**src/sv/hrp_pkg.sv**
```systemverilog
// hrp_pkg: shared types, character constants and match tables for the
// HTTP request head parser. No dependencies; imported by every hrp module.
`timescale 1ns / 1ps

package hrp_pkg;

  localparam int MAX_HEAD_BYTES = 8192;
  localparam int COUNT_W = 14;
  localparam int QUEUE_DEPTH = 4;

  localparam logic [7:0] CHAR_NUL   = 8'h00;
  localparam logic [7:0] CHAR_LF    = 8'h0A;
  localparam logic [7:0] CHAR_CR    = 8'h0D;
  localparam logic [7:0] CHAR_SP    = 8'h20;
  localparam logic [7:0] CHAR_COLON = 8'h3A;

  // GET, POST, PUT
  localparam logic [7:0] METH_CHARS [3][4] = '{
    '{8'h47, 8'h45, 8'h54, 8'h00},
    '{8'h50, 8'h4F, 8'h53, 8'h54},
    '{8'h50, 8'h55, 8'h54, 8'h00}
  };
  localparam logic [2:0] METH_LEN [3] = '{3'd3, 3'd4, 3'd3};

  // HTTP/1.0, HTTP/1.1, HTTP/2, HTTP/3
  localparam logic [7:0] VER_CHARS [4][8] = '{
    '{8'h48, 8'h54, 8'h54, 8'h50, 8'h2F, 8'h31, 8'h2E, 8'h30},
    '{8'h48, 8'h54, 8'h54, 8'h50, 8'h2F, 8'h31, 8'h2E, 8'h31},
    '{8'h48, 8'h54, 8'h54, 8'h50, 8'h2F, 8'h32, 8'h00, 8'h00},
    '{8'h48, 8'h54, 8'h54, 8'h50, 8'h2F, 8'h33, 8'h00, 8'h00}
  };
  localparam logic [3:0] VER_LEN [4] = '{4'd8, 4'd8, 4'd6, 4'd6};

  localparam logic [1:0] ERR_MALFORMED = 2'd0;
  localparam logic [1:0] ERR_METHOD    = 2'd1;
  localparam logic [1:0] ERR_VERSION   = 2'd2;
  localparam logic [1:0] ERR_TRUNC     = 2'd3;

  typedef enum logic [2:0] {
    PH_METHOD  = 3'd0,
    PH_PATH    = 3'd1,
    PH_VERSION = 3'd2,
    PH_KEY     = 3'd3,
    PH_VALUE   = 3'd4,
    PH_DONE    = 3'd5,
    PH_ERROR   = 3'd6
  } phase_t;

  typedef enum logic [2:0] {
    ROLE_METHOD  = 3'd0,
    ROLE_PATH    = 3'd1,
    ROLE_VERSION = 3'd2,
    ROLE_KEY     = 3'd3,
    ROLE_VALUE   = 3'd4,
    ROLE_SEP     = 3'd5,
    ROLE_DONE    = 3'd6,
    ROLE_ERROR   = 3'd7
  } role_t;

  typedef struct packed {
    phase_t             phase;
    logic               pending_cr;
    logic               line_has_bytes;
    logic [COUNT_W-1:0] byte_count;
    logic [2:0]         method_position;
    logic [2:0]         method_candidates;
    logic [3:0]         version_position;
    logic [3:0]         version_candidates;
  } parse_st_t;

  localparam parse_st_t PARSE_RESET = '{
    phase:              PH_METHOD,
    pending_cr:         1'b0,
    line_has_bytes:     1'b0,
    byte_count:         '0,
    method_position:    3'd0,
    method_candidates:  3'b111,
    version_position:   4'd0,
    version_candidates: 4'b1111
  };

  typedef struct packed {
    role_t      role;
    logic [7:0] out_byte;
    logic [1:0] method_code;
    logic [1:0] version_code;
    logic [1:0] error_code;
  } result_t;

  // One queued word: the results caused by one input byte (one or two).
  typedef struct packed {
    logic    two;
    result_t res0;
    result_t res1;
  } run_t;

  typedef struct packed {
    parse_st_t st;
    role_t     role;
  } ord_t;

  function automatic result_t make_result(role_t role, logic [7:0] b,
                                          logic [1:0] m, logic [1:0] v,
                                          logic [1:0] e);
    result_t r;
    r.role = role;
    r.out_byte = b;
    r.method_code = m;
    r.version_code = v;
    r.error_code = e;
    return r;
  endfunction

  // Plain content byte: route by phase, update matchers and split points.
  function automatic ord_t ordinary(parse_st_t s, logic [7:0] b);
    ord_t o;
    o.st = s;
    o.role = ROLE_VALUE;
    case (s.phase)
      PH_METHOD: begin
        if (b == CHAR_SP) begin
          o.st.phase = PH_PATH;
          o.role = ROLE_SEP;
        end else begin
          for (int i = 0; i < 3; i++) begin
            if (s.method_position >= METH_LEN[i] ||
                METH_CHARS[i][s.method_position[1:0]] != b)
              o.st.method_candidates[i] = 1'b0;
          end
          if (s.method_position != 3'd7)
            o.st.method_position = s.method_position + 3'd1;
          o.role = ROLE_METHOD;
        end
      end
      PH_PATH: begin
        if (b == CHAR_SP) begin
          o.st.phase = PH_VERSION;
          o.role = ROLE_SEP;
        end else begin
          o.role = ROLE_PATH;
        end
      end
      PH_VERSION: begin
        for (int i = 0; i < 4; i++) begin
          if (s.version_position >= VER_LEN[i] ||
              VER_CHARS[i][s.version_position[2:0]] != b)
            o.st.version_candidates[i] = 1'b0;
        end
        if (s.version_position != 4'd15)
          o.st.version_position = s.version_position + 4'd1;
        o.role = ROLE_VERSION;
      end
      PH_KEY: begin
        if (b == CHAR_COLON) begin
          o.st.phase = PH_VALUE;
          o.role = ROLE_SEP;
        end else begin
          o.st.line_has_bytes = 1'b1;
          o.role = ROLE_KEY;
        end
      end
      default: o.role = ROLE_VALUE;
    endcase
    return o;
  endfunction

endpackage

```
**src/sv/hrp_front.sv**
```systemverilog
// hrp_front: byte classifier. Holds the parse state, tags each accepted byte
// and pushes its results as one run word. Depends on hrp_pkg.
`timescale 1ns / 1ps

module hrp_front
  import hrp_pkg::*;
(
  input  logic       clk,
  input  logic       rst,
  input  logic       in_valid,
  output logic       in_stall,
  input  logic [7:0] data_byte,
  input  logic       end_of_data,
  input  logic       restart,
  input  logic       q_full,
  output logic       push,
  output run_t       push_run
);

  parse_st_t st, st_next;
  parse_st_t s0, s1, s2;
  ord_t      flush_ord, main_ord;
  result_t   flush_res, main_res;
  logic      active, trunc, crlf, flush, has_main, accept;
  logic      m_found, v_found;
  logic [1:0] m_code, v_code;

  assign in_stall = q_full;
  assign accept = in_valid && !q_full;

  always_comb begin
    s0 = restart ? PARSE_RESET : st;
    active = (s0.phase != PH_DONE) && (s0.phase != PH_ERROR);
    trunc = end_of_data || (data_byte == CHAR_NUL) ||
            ((15'(s0.byte_count) + 15'd1) >= 15'(MAX_HEAD_BYTES));
    crlf = s0.pending_cr && (data_byte == CHAR_LF);

    // a held CR that is not followed by LF is content of the current field
    flush = s0.pending_cr && !crlf;
    flush_ord = ordinary(s0, CHAR_CR);
    flush_res = make_result(flush_ord.role, CHAR_CR, 2'd0, 2'd0, 2'd0);
    s1 = flush ? flush_ord.st : s0;
    s1.pending_cr = 1'b0;

    // head-complete match: first surviving candidate of full length
    m_found = 1'b0;
    m_code = 2'd0;
    for (int i = 0; i < 3; i++) begin
      if (!m_found && s1.method_candidates[i] && METH_LEN[i] == s1.method_position) begin
        m_found = 1'b1;
        m_code = 2'(i);
      end
    end
    v_found = 1'b0;
    v_code = 2'd0;
    for (int i = 0; i < 4; i++) begin
      if (!v_found && s1.version_candidates[i] && VER_LEN[i] == s1.version_position) begin
        v_found = 1'b1;
        v_code = 2'(i);
      end
    end

    main_ord = ordinary(s1, data_byte);
    s2 = s1;
    has_main = 1'b1;
    main_res = make_result(ROLE_ERROR, 8'h00, 2'd0, 2'd0, ERR_TRUNC);
    if (crlf) begin
      if (s1.phase == PH_METHOD || s1.phase == PH_PATH ||
          (s1.phase == PH_KEY && s1.line_has_bytes)) begin
        s2.phase = PH_ERROR;
        main_res = make_result(ROLE_ERROR, 8'h00, 2'd0, 2'd0, ERR_MALFORMED);
      end else if (s1.phase == PH_KEY) begin
        if (!m_found) begin
          s2.phase = PH_ERROR;
          main_res = make_result(ROLE_ERROR, 8'h00, 2'd0, 2'd0, ERR_METHOD);
        end else if (!v_found) begin
          s2.phase = PH_ERROR;
          main_res = make_result(ROLE_ERROR, 8'h00, 2'd0, 2'd0, ERR_VERSION);
        end else begin
          s2.phase = PH_DONE;
          main_res = make_result(ROLE_DONE, 8'h00, m_code, v_code, 2'd0);
        end
      end else if (trunc) begin
        s2.phase = PH_ERROR;
      end else begin
        s2.phase = PH_KEY;
        s2.line_has_bytes = 1'b0;
        main_res = make_result(ROLE_SEP, CHAR_LF, 2'd0, 2'd0, 2'd0);
      end
    end else if (trunc) begin
      s2.phase = PH_ERROR;
    end else if (data_byte == CHAR_CR) begin
      s2.pending_cr = 1'b1;
      has_main = 1'b0;
    end else begin
      s2 = main_ord.st;
      main_res = make_result(main_ord.role, data_byte, 2'd0, 2'd0, 2'd0);
    end

    if (s2.phase != PH_DONE && s2.phase != PH_ERROR)
      s2.byte_count = s1.byte_count + COUNT_W'(1);

    st_next = st;
    if (accept)
      st_next = active ? s2 : s0;

    push = accept && active && (flush || has_main);
    push_run.two = flush && has_main;
    push_run.res0 = flush ? flush_res : main_res;
    push_run.res1 = main_res;
  end

  always_ff @(posedge clk) begin
    if (rst) begin
      st <= PARSE_RESET;
    end else begin
      st <= st_next;
    end
  end

endmodule

```
**src/sv/hrp_queue.sv**
```systemverilog
// hrp_queue: short FIFO of run words between classifier and output stage.
// Depends on hrp_pkg.
`timescale 1ns / 1ps

module hrp_queue
  import hrp_pkg::*;
(
  input  logic clk,
  input  logic rst,
  input  logic push,
  input  run_t push_run,
  output logic full,
  input  logic pop,
  output logic head_valid,
  output run_t head_run
);

  localparam int PTR_W = $clog2(QUEUE_DEPTH);
  localparam int CNT_W = $clog2(QUEUE_DEPTH + 1);

  run_t             slots [QUEUE_DEPTH];
  logic [PTR_W-1:0] wr_ptr, rd_ptr;
  logic [CNT_W-1:0] count;
  logic             do_push, do_pop;

  assign full = (count == CNT_W'(QUEUE_DEPTH));
  assign head_valid = (count != '0);
  assign head_run = slots[rd_ptr];
  assign do_push = push && !full;
  assign do_pop = pop && head_valid;

  always_ff @(posedge clk) begin
    if (do_push) begin
      slots[wr_ptr] <= push_run;
    end
  end

  always_ff @(posedge clk) begin
    if (rst) begin
      wr_ptr <= '0;
      rd_ptr <= '0;
      count  <= '0;
    end else begin
      if (do_push) begin
        wr_ptr <= (wr_ptr == PTR_W'(QUEUE_DEPTH - 1)) ? '0 : wr_ptr + PTR_W'(1);
      end
      if (do_pop) begin
        rd_ptr <= (rd_ptr == PTR_W'(QUEUE_DEPTH - 1)) ? '0 : rd_ptr + PTR_W'(1);
      end
      if (do_push && !do_pop) begin
        count <= count + CNT_W'(1);
      end else if (do_pop && !do_push) begin
        count <= count - CNT_W'(1);
      end
    end
  end

endmodule

```
**src/sv/hrp_back.sv**
```systemverilog
// hrp_back: output stage. Loads one run word from the queue into a register
// and presents its results one per cycle while out_stall is low. Depends on hrp_pkg.
`timescale 1ns / 1ps

module hrp_back
  import hrp_pkg::*;
(
  input  logic       clk,
  input  logic       rst,
  input  logic       head_valid,
  input  run_t       head_run,
  output logic       pop,
  output logic       out_valid,
  input  logic       out_stall,
  output logic [2:0] role,
  output logic [7:0] out_byte,
  output logic [1:0] method_code,
  output logic [1:0] version_code,
  output logic [1:0] error_code,
  output logic       last_of_run
);

  run_t    run;
  logic    hold_valid;
  logic    sel;
  logic    last, taken;
  result_t cur;

  assign last = !run.two || sel;
  assign taken = hold_valid && !out_stall;
  assign pop = head_valid && (!hold_valid || (taken && last));
  assign cur = sel ? run.res1 : run.res0;

  assign out_valid = hold_valid;
  assign role = cur.role;
  assign out_byte = cur.out_byte;
  assign method_code = cur.method_code;
  assign version_code = cur.version_code;
  assign error_code = cur.error_code;
  assign last_of_run = last;

  always_ff @(posedge clk) begin
    if (pop) begin
      run <= head_run;
    end
  end

  always_ff @(posedge clk) begin
    if (rst) begin
      hold_valid <= 1'b0;
      sel <= 1'b0;
    end else if (taken && !last) begin
      sel <= 1'b1;
    end else if (pop) begin
      hold_valid <= 1'b1;
      sel <= 1'b0;
    end else if (taken) begin
      hold_valid <= 1'b0;
    end
  end

endmodule

```
**src/sv/http_request_head_parser.sv**
```systemverilog
// http_request_head_parser: top level of the HTTP/1 request head parser.
// Instantiates hrp_front, hrp_queue and hrp_back; types from hrp_pkg.
//
// Usage:
//  - Input channel: in_valid / in_stall carry one request byte per word with
//    end_of_data and restart. A word is taken on a clock edge with in_valid
//    high and in_stall low. restart clears the parser before its byte.
//  - Output channel: out_valid / out_stall carry one tagged result per word
//    (role, out_byte, method_code, version_code, error_code, last_of_run).
//    A byte yields zero, one or two results; last_of_run marks the last.
//  - Throughput: one input byte per cycle while in_stall is low. The output
//    delivers one result per cycle while out_stall is low, so a byte that
//    yields two results (a flushed CR plus its own result) holds the output
//    for both; the 4-word run queue absorbs that.
//  - Path: a byte's run word is written to the queue on the edge that takes
//    it, then loaded into the output register that drives the output ports.
//  - Stall: while out_stall is high the current result holds steady; the
//    front keeps taking bytes until the run queue fills, then raises
//    in_stall (driven only by queue fullness).
//  - Reset (rst, synchronous): parse state back to the method field with
//    all matchers open, queue emptied, output register invalid.
//  - After head done or an error, bytes are taken and dropped until restart.
`timescale 1ns / 1ps

module http_request_head_parser
  import hrp_pkg::*;
(
  input  logic       clk,
  input  logic       rst,
  input  logic       in_valid,
  output logic       in_stall,
  input  logic [7:0] data_byte,
  input  logic       end_of_data,
  input  logic       restart,
  output logic       out_valid,
  input  logic       out_stall,
  output logic [2:0] role,
  output logic [7:0] out_byte,
  output logic [1:0] method_code,
  output logic [1:0] version_code,
  output logic [1:0] error_code,
  output logic       last_of_run
);

  // front -> queue
  logic q_full;
  logic push;
  run_t push_run;

  // queue -> back
  logic head_valid;
  run_t head_run;
  logic pop;

  hrp_front u_front (
    .clk        (clk),
    .rst        (rst),
    .in_valid   (in_valid),
    .in_stall   (in_stall),
    .data_byte  (data_byte),
    .end_of_data(end_of_data),
    .restart    (restart),
    .q_full     (q_full),
    .push       (push),
    .push_run   (push_run)
  );

  hrp_queue u_queue (
    .clk       (clk),
    .rst       (rst),
    .push      (push),
    .push_run  (push_run),
    .full      (q_full),
    .pop       (pop),
    .head_valid(head_valid),
    .head_run  (head_run)
  );

  hrp_back u_back (
    .clk         (clk),
    .rst         (rst),
    .head_valid  (head_valid),
    .head_run    (head_run),
    .pop         (pop),
    .out_valid   (out_valid),
    .out_stall   (out_stall),
    .role        (role),
    .out_byte    (out_byte),
    .method_code (method_code),
    .version_code(version_code),
    .error_code  (error_code),
    .last_of_run (last_of_run)
  );

endmodule

```
**config.mk**
```make
export PLATFORM = sky130hd
export DESIGN_NAME = http_request_head_parser
export DESIGN_NICKNAME = d
export VERILOG_FILES = /design/src/sv/hrp_pkg.sv /design/src/sv/hrp_front.sv /design/src/sv/hrp_queue.sv /design/src/sv/hrp_back.sv /design/src/sv/http_request_head_parser.sv
export SDC_FILE = /design/constraint.sdc
export NUM_CORES = 1
export LEC_CHECK = 0
export BUFFER_PORTS_ARGS = -buffer_cell sky130_fd_sc_hd__buf_4
export CORE_MARGIN = 2
export CORE_UTILIZATION = 52
export DETAILED_ROUTE_END_ITERATION = 7
export GPL_ROUTABILITY_DRIVEN = 0
export HOLD_SLACK_MARGIN = 0.02
export PLACE_DENSITY = 0.69
export SLEW_MARGIN = 20
export SYNTH_ARGS = -nofsm -noshare
export SYNTH_HDL_FRONTEND = slang
export SYNTH_SLANG_ARGS = --single-unit
```
**constraint.sdc**
```tcl
create_clock -name clk -period 11.3 [get_ports clk]
set_input_delay 0.565 -clock clk [delete_from_list [all_inputs] [get_ports clk]]
set_output_delay 0.565 -clock clk [all_outputs]
set_load 0.005 [all_outputs]
```
==> flow_summary.json, run 1 <==
{
  "grt_pass1_vias": 6594,
  "clockBufferDepth": 3,
  "finalCriticalPeriod_ps": 4288,
  "grt_pass1_wl_microns": 35450,
  "status": "finished, final reports clean",
  "intPower_mw": 1.701,
  "vias": 6694,
  "critPathSlowestCell": "dfxtp_1",
  "hold_violations": 0,
  "io-pin-count": 34,
  "leakagePower_nw": 3.879,
  "final_cell_mix": "175 x edfxtp_1, 56 x nor2_1, 48 x nand2_1",
  "seq_area_frac_synth": 0.5891,
  "hpwl_microns": 14220,
  "die_y_microns": 145.1,
  "required_ps": 11540,
  "via_per_inst": 6.170,
  "placedCellCount": 1043,
  "seq_power_share": 0.470,
  "drive_above_1_share": 0.1805,
  "cts.clk_slew.worst_paths_ps": 60,
  "setup_slack_ps": 7012,
  "critPathMaxFanout": 18,
  "track_usage": 0.2092,
  "final_common_cell": "edfxtp_1",
  "multi_input_area_sq_um": 3991,
  "synth-main-ff-cell": "edfxtp_1",
  "synth_nets": 818,
  "post_cts_resized": 0,
  "yosysTopAreaCellShare": 0.5079,
  "dieWidth_microns": 145.1,
  "die_area_sq_um": 21040,
  "synthToLayoutAreaGrowth_pct": 11.29,
  "avgSynthCellArea_sq_um": 13.20,
  "critPathArrivalTime_ps": 4530,
  "cts_tree": "yes",
  "rows": 51,
  "finalClockSkew_ps": 8.561,
  "cts.sink_count": 217,
  "fin_util": 0.5898,
  "antenna_found_initial": 0,
  "critPathLaunchType": "flop",
  "drt-total-wl_microns": 21880,
  "seqCellArea_sq_um": 6097,
  "ys_seq_elements": 217,
  "cts_made_buffers": 23,
  "async_reset_ff_frac": 0,
  "criticalPathCategory": "reg -> reg",
  "powerDensity_nw_per_um2": 200.5,
  "finalMaxSlewViolations": 0,
  "fin_cells": 1085,
  "slew_headroom": 0.3206,
  "p_sw_frac": 0.2631,
  "total_power_mw": 2.308,
  "postCtsSetupBuffers": 0,
  "p_clk_frac": 0.304,
  "yosysWarnings": 0,
  "diodes": 0,
  "core_area_sq_um": 19530,
  "synthDistinctLibCells": 79,
  "power_frac_comb": 0.227,
  "dp_slack_ps": 6958,
  "clk_latency_ps": 500,
  "fmax_ghz": 0.2332,
  "switchingPower_mw": 0.6073,
  "hold_buffers": 0,
  "nFillCells": 1523,
  "fin_crit_sh": 0.3795,
  "antenna_left": 0,
  "start_util": 0.5299,
  "grt-ovfl-total": 0,
  "setup_viol": 0,
  "cap_violations": 0,
  "synth_top_area_cell": "edfxtp_1",
  "htree_levels": 1,
  "hp-class": "in -> reg",
  "rsz0062_at_grt": "false",
  "grt_max_degree": 47,
  "drt-wirelength-per-cell_microns": 20.16,
  "first_pass_iters": 6,
  "end_kind": "flop",
  "cts-root-buf": "clkbuf_16",
  "syn_inst": 784,
  "synth-edff-count": 175,
  "crit_chain": "nor4b_4, o211ai_2, o21ai_1, and2_0, ha_1, o211ai_1, a21o_1, or2_1, a21boi_0, mux2_2",
  "tightest_slew_ps": 1018,
  "layout.nets": 837,
  "ir_drop_uv": 141.8,
  "tns_ps": 0,
  "synth_area_sq_um": 10350,
  "max_stage_delay_ps": 720,
  "synthTopCellsByArea": "edfxtp_1 51%, dfxtp_1 8.1%, mux4_2 7.6%",
  "drt-initial-drc-count": 712,
  "place.port_buffers": 33,
  "drcViolationCount": 0
}
==> worst max-delay path: cells and delay by family, from the launching register on <==
kind	cells	cell delay [ps]
compound gates	5	1220
fa+ha+maj	1	340
flops	1	720
mux	1	400
simple gates	3	1340
==> power by group through the flow <==
| stage | combinational (mW) | clock (mW) | sequential (mW) |
|---|---|---|---|
| after floorplan | 0.373 | 0 | 1.08 |
| after global placement | 0.523 | 0 | 1.09 |
| after detailed placement | 0.533 | 0 | 1.10 |
| after CTS | 0.535 | 0.719 | 1.09 |
| after global routing | 0.580 | 0.751 | 1.10 |
| final | 0.523 | 0.701 | 1.08 |
==> per-stage QoR <==
stage	cell area, sq um	hold WS [ps]
final	11520	429.2
after global routing	11520	433.2
after CTS	11520	407.2
after detailed placement	10800	447.2
after global placement	10800	440.3
after floorplan	10350	429.5
==> final timing paths <==
check,to,startpoint,slack [ps],cells past startpoint
worst max-delay path,u_queue.slots[2][31]$_DFFE_PP_,u_front.st[31]$_SDFFE_PP0P_,7010,10
worst max register to register,u_queue.slots[2][31]$_DFFE_PP_,u_front.st[31]$_SDFFE_PP0P_,7010,10
worst min-delay path,u_back.sel$_SDFFE_PP0P_,out_stall,430,5
worst min register to register,u_front.st[12]$_SDFFE_PP0P_,u_front.st[12]$_SDFFE_PP0P_,460,2
==> synthesized netlist by cell type (16+ instances only) <==
cell type,count
nand2_1,48
mux4_2,35
ha_1,19
nand3_1,23
and2_1,19
xor2_1,16
mux2_2,23
nor3_1,27
inv_1,18
edfxtp_1,175
nor2_1,56
clkbuf_1,33
a21oi_1,32
dfxtp_1,42
==> cell families after synthesis <==
kind of cell,synth area share
compound gates,0.08754
fa+ha+maj,0.02491
simple gates,0.1371
flops,0.5891
mux,0.1131
buf+inv,0.02576
xor+xnor,0.02249
==> metal layers <==
| metal | up-vias | GRT usage | wire length, microns |
|---|---|---|---|
| li1 | 3071 | - | - |
| met1 | 3289 | 0.2842 | 9189 |
| met2 | 277 | 0.3507 | 10740 |
| met3 | 57 | 0.03270 | 1481 |
| met4 | 0 | 0.06422 | 470 |
| met5 | - | 0 | 0 |
==> state kept, by name, indices dropped and copies added (netlist names) <==
name              cells
u_back.run           35
u_queue.rd_ptr        2
u_back.sel            1
u_queue.wr_ptr        2
u_back.out_valid      1
u_queue.count         3
u_queue.slots       140
u_front.st           33
==> final cells by class <==
cell class | count | area share
Clock buffer | 31 | 0.05432
Clock inverter | 11 | 0.007605
Inverter | 18 | 0.005867
Multi-Input combinational cell | 501 | 0.3466
Sequential cell | 217 | 0.5294
Tap cell | 265 | 0.02879
Timing Repair Buffer | 42 | 0.02738
Note: power is estimated with default switching activity, not from simulation.
==> run 2: changes to the inputs <==
==> constraint.sdc (replaced) <==
create_clock -name clk -period 4.2 [get_ports clk]
set_input_delay 0.21 -clock clk [delete_from_list [all_inputs] [get_ports clk]]
set_output_delay 0.21 -clock clk [all_outputs]
set_load 0.005 [all_outputs]
==> run 2 against run 1 <==
Register-to-register slack lost 6600 ps. Largest power group unchanged. Sequential share of layout area shrank 0.72 points. Largest cell class unchanged. Clock-buffer cell count shrank 4. Final cell count grew 1.0%. Sequential power grew to 2.7 times the previous value. Die area is the same. Cell area grew 1.4%.
==> flow_summary.json, run 2 (synthesis gave the netlist of run 1 again) <==
{
  "drt-initial-drc-count": 708,
  "critPathMaxFanout": 13,
  "clockBufferDepth": 3,
  "drt-wirelength-per-cell_microns": 20.89,
  "r2r.worst_path.cells": 11,
  "rsz0062_at_grt": "false",
  "cts.clk_slew.worst_paths_ps": 60,
  "clk_latency_ps": 520,
  "antenna_left": 0,
  "hpwl_microns": 14710,
  "grt_pass1_wl_microns": 37000,
  "reg_top3": "u_queue.slots: 140 flops, u_back.run: 35 flops, u_front.st: 33 flops",
  "grtUsageMet3": 0.03553,
  "vias": 6888,
  "total_power_mw": 6.456,
  "slew_headroom": 0.2970,
  "rows": 51,
  "grt-ovfl-total": 0,
  "rrSetupSlack_ps": 370,
  "cap_violations": 0,
  "tightest_slew_ps": 1053,
  "use_met1": 0.2866,
  "final_common_cell": "edfxtp_1",
  "critPathArrivalTime_ps": 4080,
  "cts-root-buf": "clkbuf_16",
  "hold_violations": 0,
  "reg2reg_to": "u_queue.slots[3][31]$_DFFE_PP_",
  "powerDensity_nw_per_um2": 552.9,
  "io-pin-count": 34,
  "place.port_buffers": 33,
  "ir_drop_uv": 338.9,
  "core_area_sq_um": 19530,
  "drcViolationCount": 0,
  "first_pass_iters": 5,
  "gr-usage-met2": 0.3721,
  "layout.nets": 848,
  "fin_crit_sh": 0.9110,
  "hold_buffers": 0,
  "die_area_sq_um": 21040,
  "largest_register": "u_queue.slots",
  "drive_above_1_share": 0.1949,
  "fmax_ghz": 0.2614,
  "min_from": "out_stall",
  "finalClockSkew_ps": 14.45,
  "worstSetupStartpoint": "u_front.st[30]$_SDFFE_PP0P_",
  "cts_made_buffers": 23,
  "criticalPathCategory": "reg -> reg",
  "final_cell_mix": "175 x edfxtp_1, 56 x nor2_1, 52 x buf_4",
  "diodes": 0,
  "setup_viol": 0,
  "critPathLaunchType": "flop",
  "drt-total-wl_microns": 22900,
  "finalCriticalPeriod_ps": 3826,
  "cts_tree": "yes",
  "status": "finished, final reports clean",
  "die_y_microns": 145.1,
  "largest_reg_flops": 140,
  "grt_pass1_vias": 6910,
  "finalMaxSlewViolations": 0,
  "crit_end": "u_queue.slots[3][31]$_DFFE_PP_",
  "grt_max_degree": 40,
  "antenna_found_initial": 0,
  "tns_ps": 0,
  "reg2reg_from": "u_front.st[30]$_SDFFE_PP0P_",
  "start_util": 0.5299,
  "end_kind": "flop",
  "htree_levels": 1,
  "busiest_layer": "met2",
  "track_usage": 0.2184,
  "synthToLayoutAreaGrowth_pct": 12.85,
  "dieWidth_microns": 145.1,
  "via_per_inst": 6.285,
  "cts.sink_count": 217,
  "required_ps": 4450,
  "hp-class": "in -> reg",
  "leakagePower_nw": 3.976
}
-- run 2: per-layer routing --
layer  part of all wire  wire length [microns]
met4              0.035                    802
met5                  0                      0
met1               0.42                   9562
met3              0.062                   1412
met2               0.49                  11120
-- run 2: layout make-up --
type	count	area, sq um
fillers	1533	7849
clock buffers	27	600.6
repair buffers	53	397.9
multi-input cells	501	3991
well taps	265	331.6
flip-flops and latches	217	6098
inverters	18	67.56
clock inverters	15	190.2
-- run 2: repair_timing --
item | CTS | global route
gates resized for setup | 0 | 1
endpoints found under the setup margin | 0 | 1
buffers inserted | 0 | 0
-- run 2: stage by stage --
step | hold WS, ps | utilization | cell area, sq um | std cells | setup WS [ps]
after global routing | 105.9 | 0.5980 | 11680 | 1096 | 123.0
after global placement | 442.0 | 0.5571 | 10880 | 1053 | 314.1
final | 44.42 | 0.5980 | 11680 | 1096 | 373.8
after floorplan | 398.1 | - | 10350 | 784 | 322.7
after detailed placement | 448.8 | 0.5571 | 10880 | 1053 | 107.3
after CTS | 36.01 | 0.5976 | 11670 | 1095 | 295.8
-- run 2: worst min path at each step --
stage	to	cells after the start
floorplan	u_front.st[6]$_SDFFE_PP0P_	3
global placement	u_front.st[12]$_SDFFE_PP0P_	2
detailed placement	u_front.st[12]$_SDFFE_PP0P_	2
CTS	u_back.sel$_SDFFE_PP0P_	5
global route	u_back.out_valid$_SDFFE_PP0P_	4
finish	u_back.sel$_SDFFE_PP0P_	5
-- run 2: worst max-delay path, stage by stage, from the launching register on --
cell and delay, ps:
dfxtp_1 650, nor3_1 120, o211a_1 240, nand2_1 150, mux2_2 390, inv_1 160, ha_1 220, nand3_1 210
a2111o_1 490, or2_1 310, a21boi_0 220, mux2_2 390
-- run 2: report_power, final --
group,internal (mW),switching (mW)
sequential,2.79,0.128
combinational,0.686,0.756
clock,1.28,0.816
total,4.76,1.70
==> run 3: changes to the inputs <==
--- a/config.mk
+++ b/config.mk
@@ -8,10 +8,12 @@
 export BUFFER_PORTS_ARGS = -buffer_cell sky130_fd_sc_hd__buf_4
 export CORE_MARGIN = 2
 export CORE_UTILIZATION = 52
+export CTS_CLUSTER_SIZE = 10
 export DETAILED_ROUTE_END_ITERATION = 7
 export GPL_ROUTABILITY_DRIVEN = 0
 export HOLD_SLACK_MARGIN = 0.02
-export PLACE_DENSITY = 0.69
+export PLACE_DENSITY = 0.71
+export SETUP_SLACK_MARGIN = 0.5
 export SLEW_MARGIN = 20
 export SYNTH_ARGS = -nofsm -noshare
 export SYNTH_HDL_FRONTEND = slang
==> constraint.sdc (replaced) <==
create_clock -name clk -period 3.3 [get_ports clk]
set_input_delay 0.165 -clock clk [delete_from_list [all_inputs] [get_ports clk]]
set_output_delay 0.165 -clock clk [all_outputs]
set_load 0.005 [all_outputs]
==> run 3 against run 2 <==
Clock power increased by 25%. Clock-buffer cell count increased by 18. Final cell count rose by 6.2%. Largest power group unchanged. Critical endpoint unchanged.
==> flow_summary.json, run 3 (synthesis gave the netlist of run 1 again) <==
{
  "grt_pass1_wl_microns": 37960,
  "slew_headroom": 0.3025,
  "layout.nets": 913,
  "io-pin-count": 34,
  "end_kind": "flop",
  "dieWidth_microns": 145.1,
  "core_area_sq_um": 19530,
  "seqCellArea_sq_um": 6106,
  "clockBufferDepth": 3,
  "final_cell_mix": "175 x edfxtp_1, 101 x buf_4, 52 x nor2_1",
  "hpwl_microns": 15430,
  "die_y_microns": 145.1,
  "place.port_buffers": 33,
  "first_pass_iters": 5,
  "drcViolationCount": 0,
  "status": "finished, final reports clean",
  "vias": 7116,
  "hp-class": "in -> reg",
  "track_usage": 0.2264,
  "drt-wirelength-per-cell_microns": 20.85,
  "cts.sink_count": 217,
  "tightest_slew_ps": 1046,
  "grt_max_degree": 40,
  "drt-initial-drc-count": 621,
  "criticalPathCategory": "reg -> reg",
  "cts_made_buffers": 26,
  "cts.clk_slew.worst_paths_ps": 60,
  "cts-root-buf": "clkbuf_16",
  "via_per_inst": 6.113,
  "multi_input_area_sq_um": 4364,
  "drt-total-wl_microns": 24280,
  "final_common_cell": "edfxtp_1",
  "start_util": 0.5299,
  "reg_top3": "u_queue.slots: 140 flops, u_back.run: 35 flops, u_front.st: 33 flops",
  "cts_tree": "yes",
  "fin_util": 0.6468,
  "required_ps": 3550,
  "fmax_ghz": 0.3324,
  "grt_pass1_vias": 7237,
  "clk_latency_ps": 520,
  "largest_reg_flops": 140,
  "cap_violations": 0,
  "grt-ovfl-total": 0,
  "rows": 51,
  "largest_register": "u_queue.slots",
  "antenna_left": 0,
  "tns_ps": 0,
  "htree_levels": 1,
  "leakagePower_nw": 4.327,
  "fin_crit_sh": 0.9115,
  "drive_above_1_share": 0.3126,
  "critPathLaunchType": "flop",
  "setup_viol": 0,
  "critPathMaxFanout": 5,
  "synthToLayoutAreaGrowth_pct": 22.06,
  "rsz0062_at_grt": "true",
  "critPathArrivalTime_ps": 3260,
  "finalMaxSlewViolations": 0,
  "finalCriticalPeriod_ps": 3008,
  "nFillCells": 1417,
  "ir_drop_uv": 422.3,
  "antenna_found_initial": 0,
  "diodes": 0,
  "finalClockSkew_ps": 14.55,
  "powerDensity_nw_per_um2": 657.4,
  "die_area_sq_um": 21040,
  "hold_violations": 0
}
run 3: cell type report:
cell class	instances	area share
repair buffers	115	0.07658
inverters	18	0.005944
clock buffers	45	0.05885
clock inverters	3	0.003368
flip-flops and latches	217	0.4835
well taps	265	0.02625
multi-input cells	501	0.3456
run 3: timing repair:
| item | 4_1_cts | 5_1_grt |
|---|---|---|
| pin swaps | 11 | 27 |
| hold endpoints to repair | 1 | 0 |
| resized for setup | 28 | 38 |
| gates cloned | 0 | 0 |
| setup endpoints to repair | 28 | 63 |
| setup buffers | 15 | 11 |
| hold buffers | 1 | 0 |
run 3: worst paths after layout:
check                              start                             end  slack (ps)  depth (start not counted)
max          u_front.st[30]$_SDFFE_PP0P_  u_queue.slots[3][31]$_DFFE_PP_         290                         10
min                            out_stall         u_back.sel$_SDFFE_PP0P_          60                          5
max reg2reg  u_front.st[30]$_SDFFE_PP0P_  u_queue.slots[3][31]$_DFFE_PP_         290                         10
min reg2reg  u_front.st[12]$_SDFFE_PP0P_     u_front.st[12]$_SDFFE_PP0P_         480                          2
run 3: report_power, final:
group | switching, mW | internal [mW]
clock network | 1.03 | 1.59
registers | 0.147 | 3.56
logic | 1.02 | 0.961
total | 2.19 | 6.11
run 3: layer usage:
layer	GRT usage	up-vias	wire length [microns]
li1	-	3213	-
met1	0.2951	3538	9793
met2	0.3888	302	12200
met3	0.03396	63	1590
met4	0.08088	0	687
met5	0	-	0
run 3: critical path, cell delays in order (launching register included):
cell,delay (ps)
dfxtp_4,350
or4b_4,540
a211oi_4,260
nand3_2,130
nand2_2,130
ha_4,170
o211ai_1,120
a21o_1,280
or2_4,300
a21boi_4,150
mux2_4,300
run 3: through the flow:
stage	setup WS, ps	cells	hold slack [ps]	total power, mW	instance area (sq um)
final	292.0	1164	60.69	8.302	12630
after global routing	170.9	1164	72.75	8.673	12630
after CTS	324.8	1153	49.74	8.355	12380
after detailed placement	0.4290	1089	462.2	5.701	11360
after global placement	60.34	1089	451.8	5.618	11360
after floorplan	22.34	784	353.1	5.013	10580
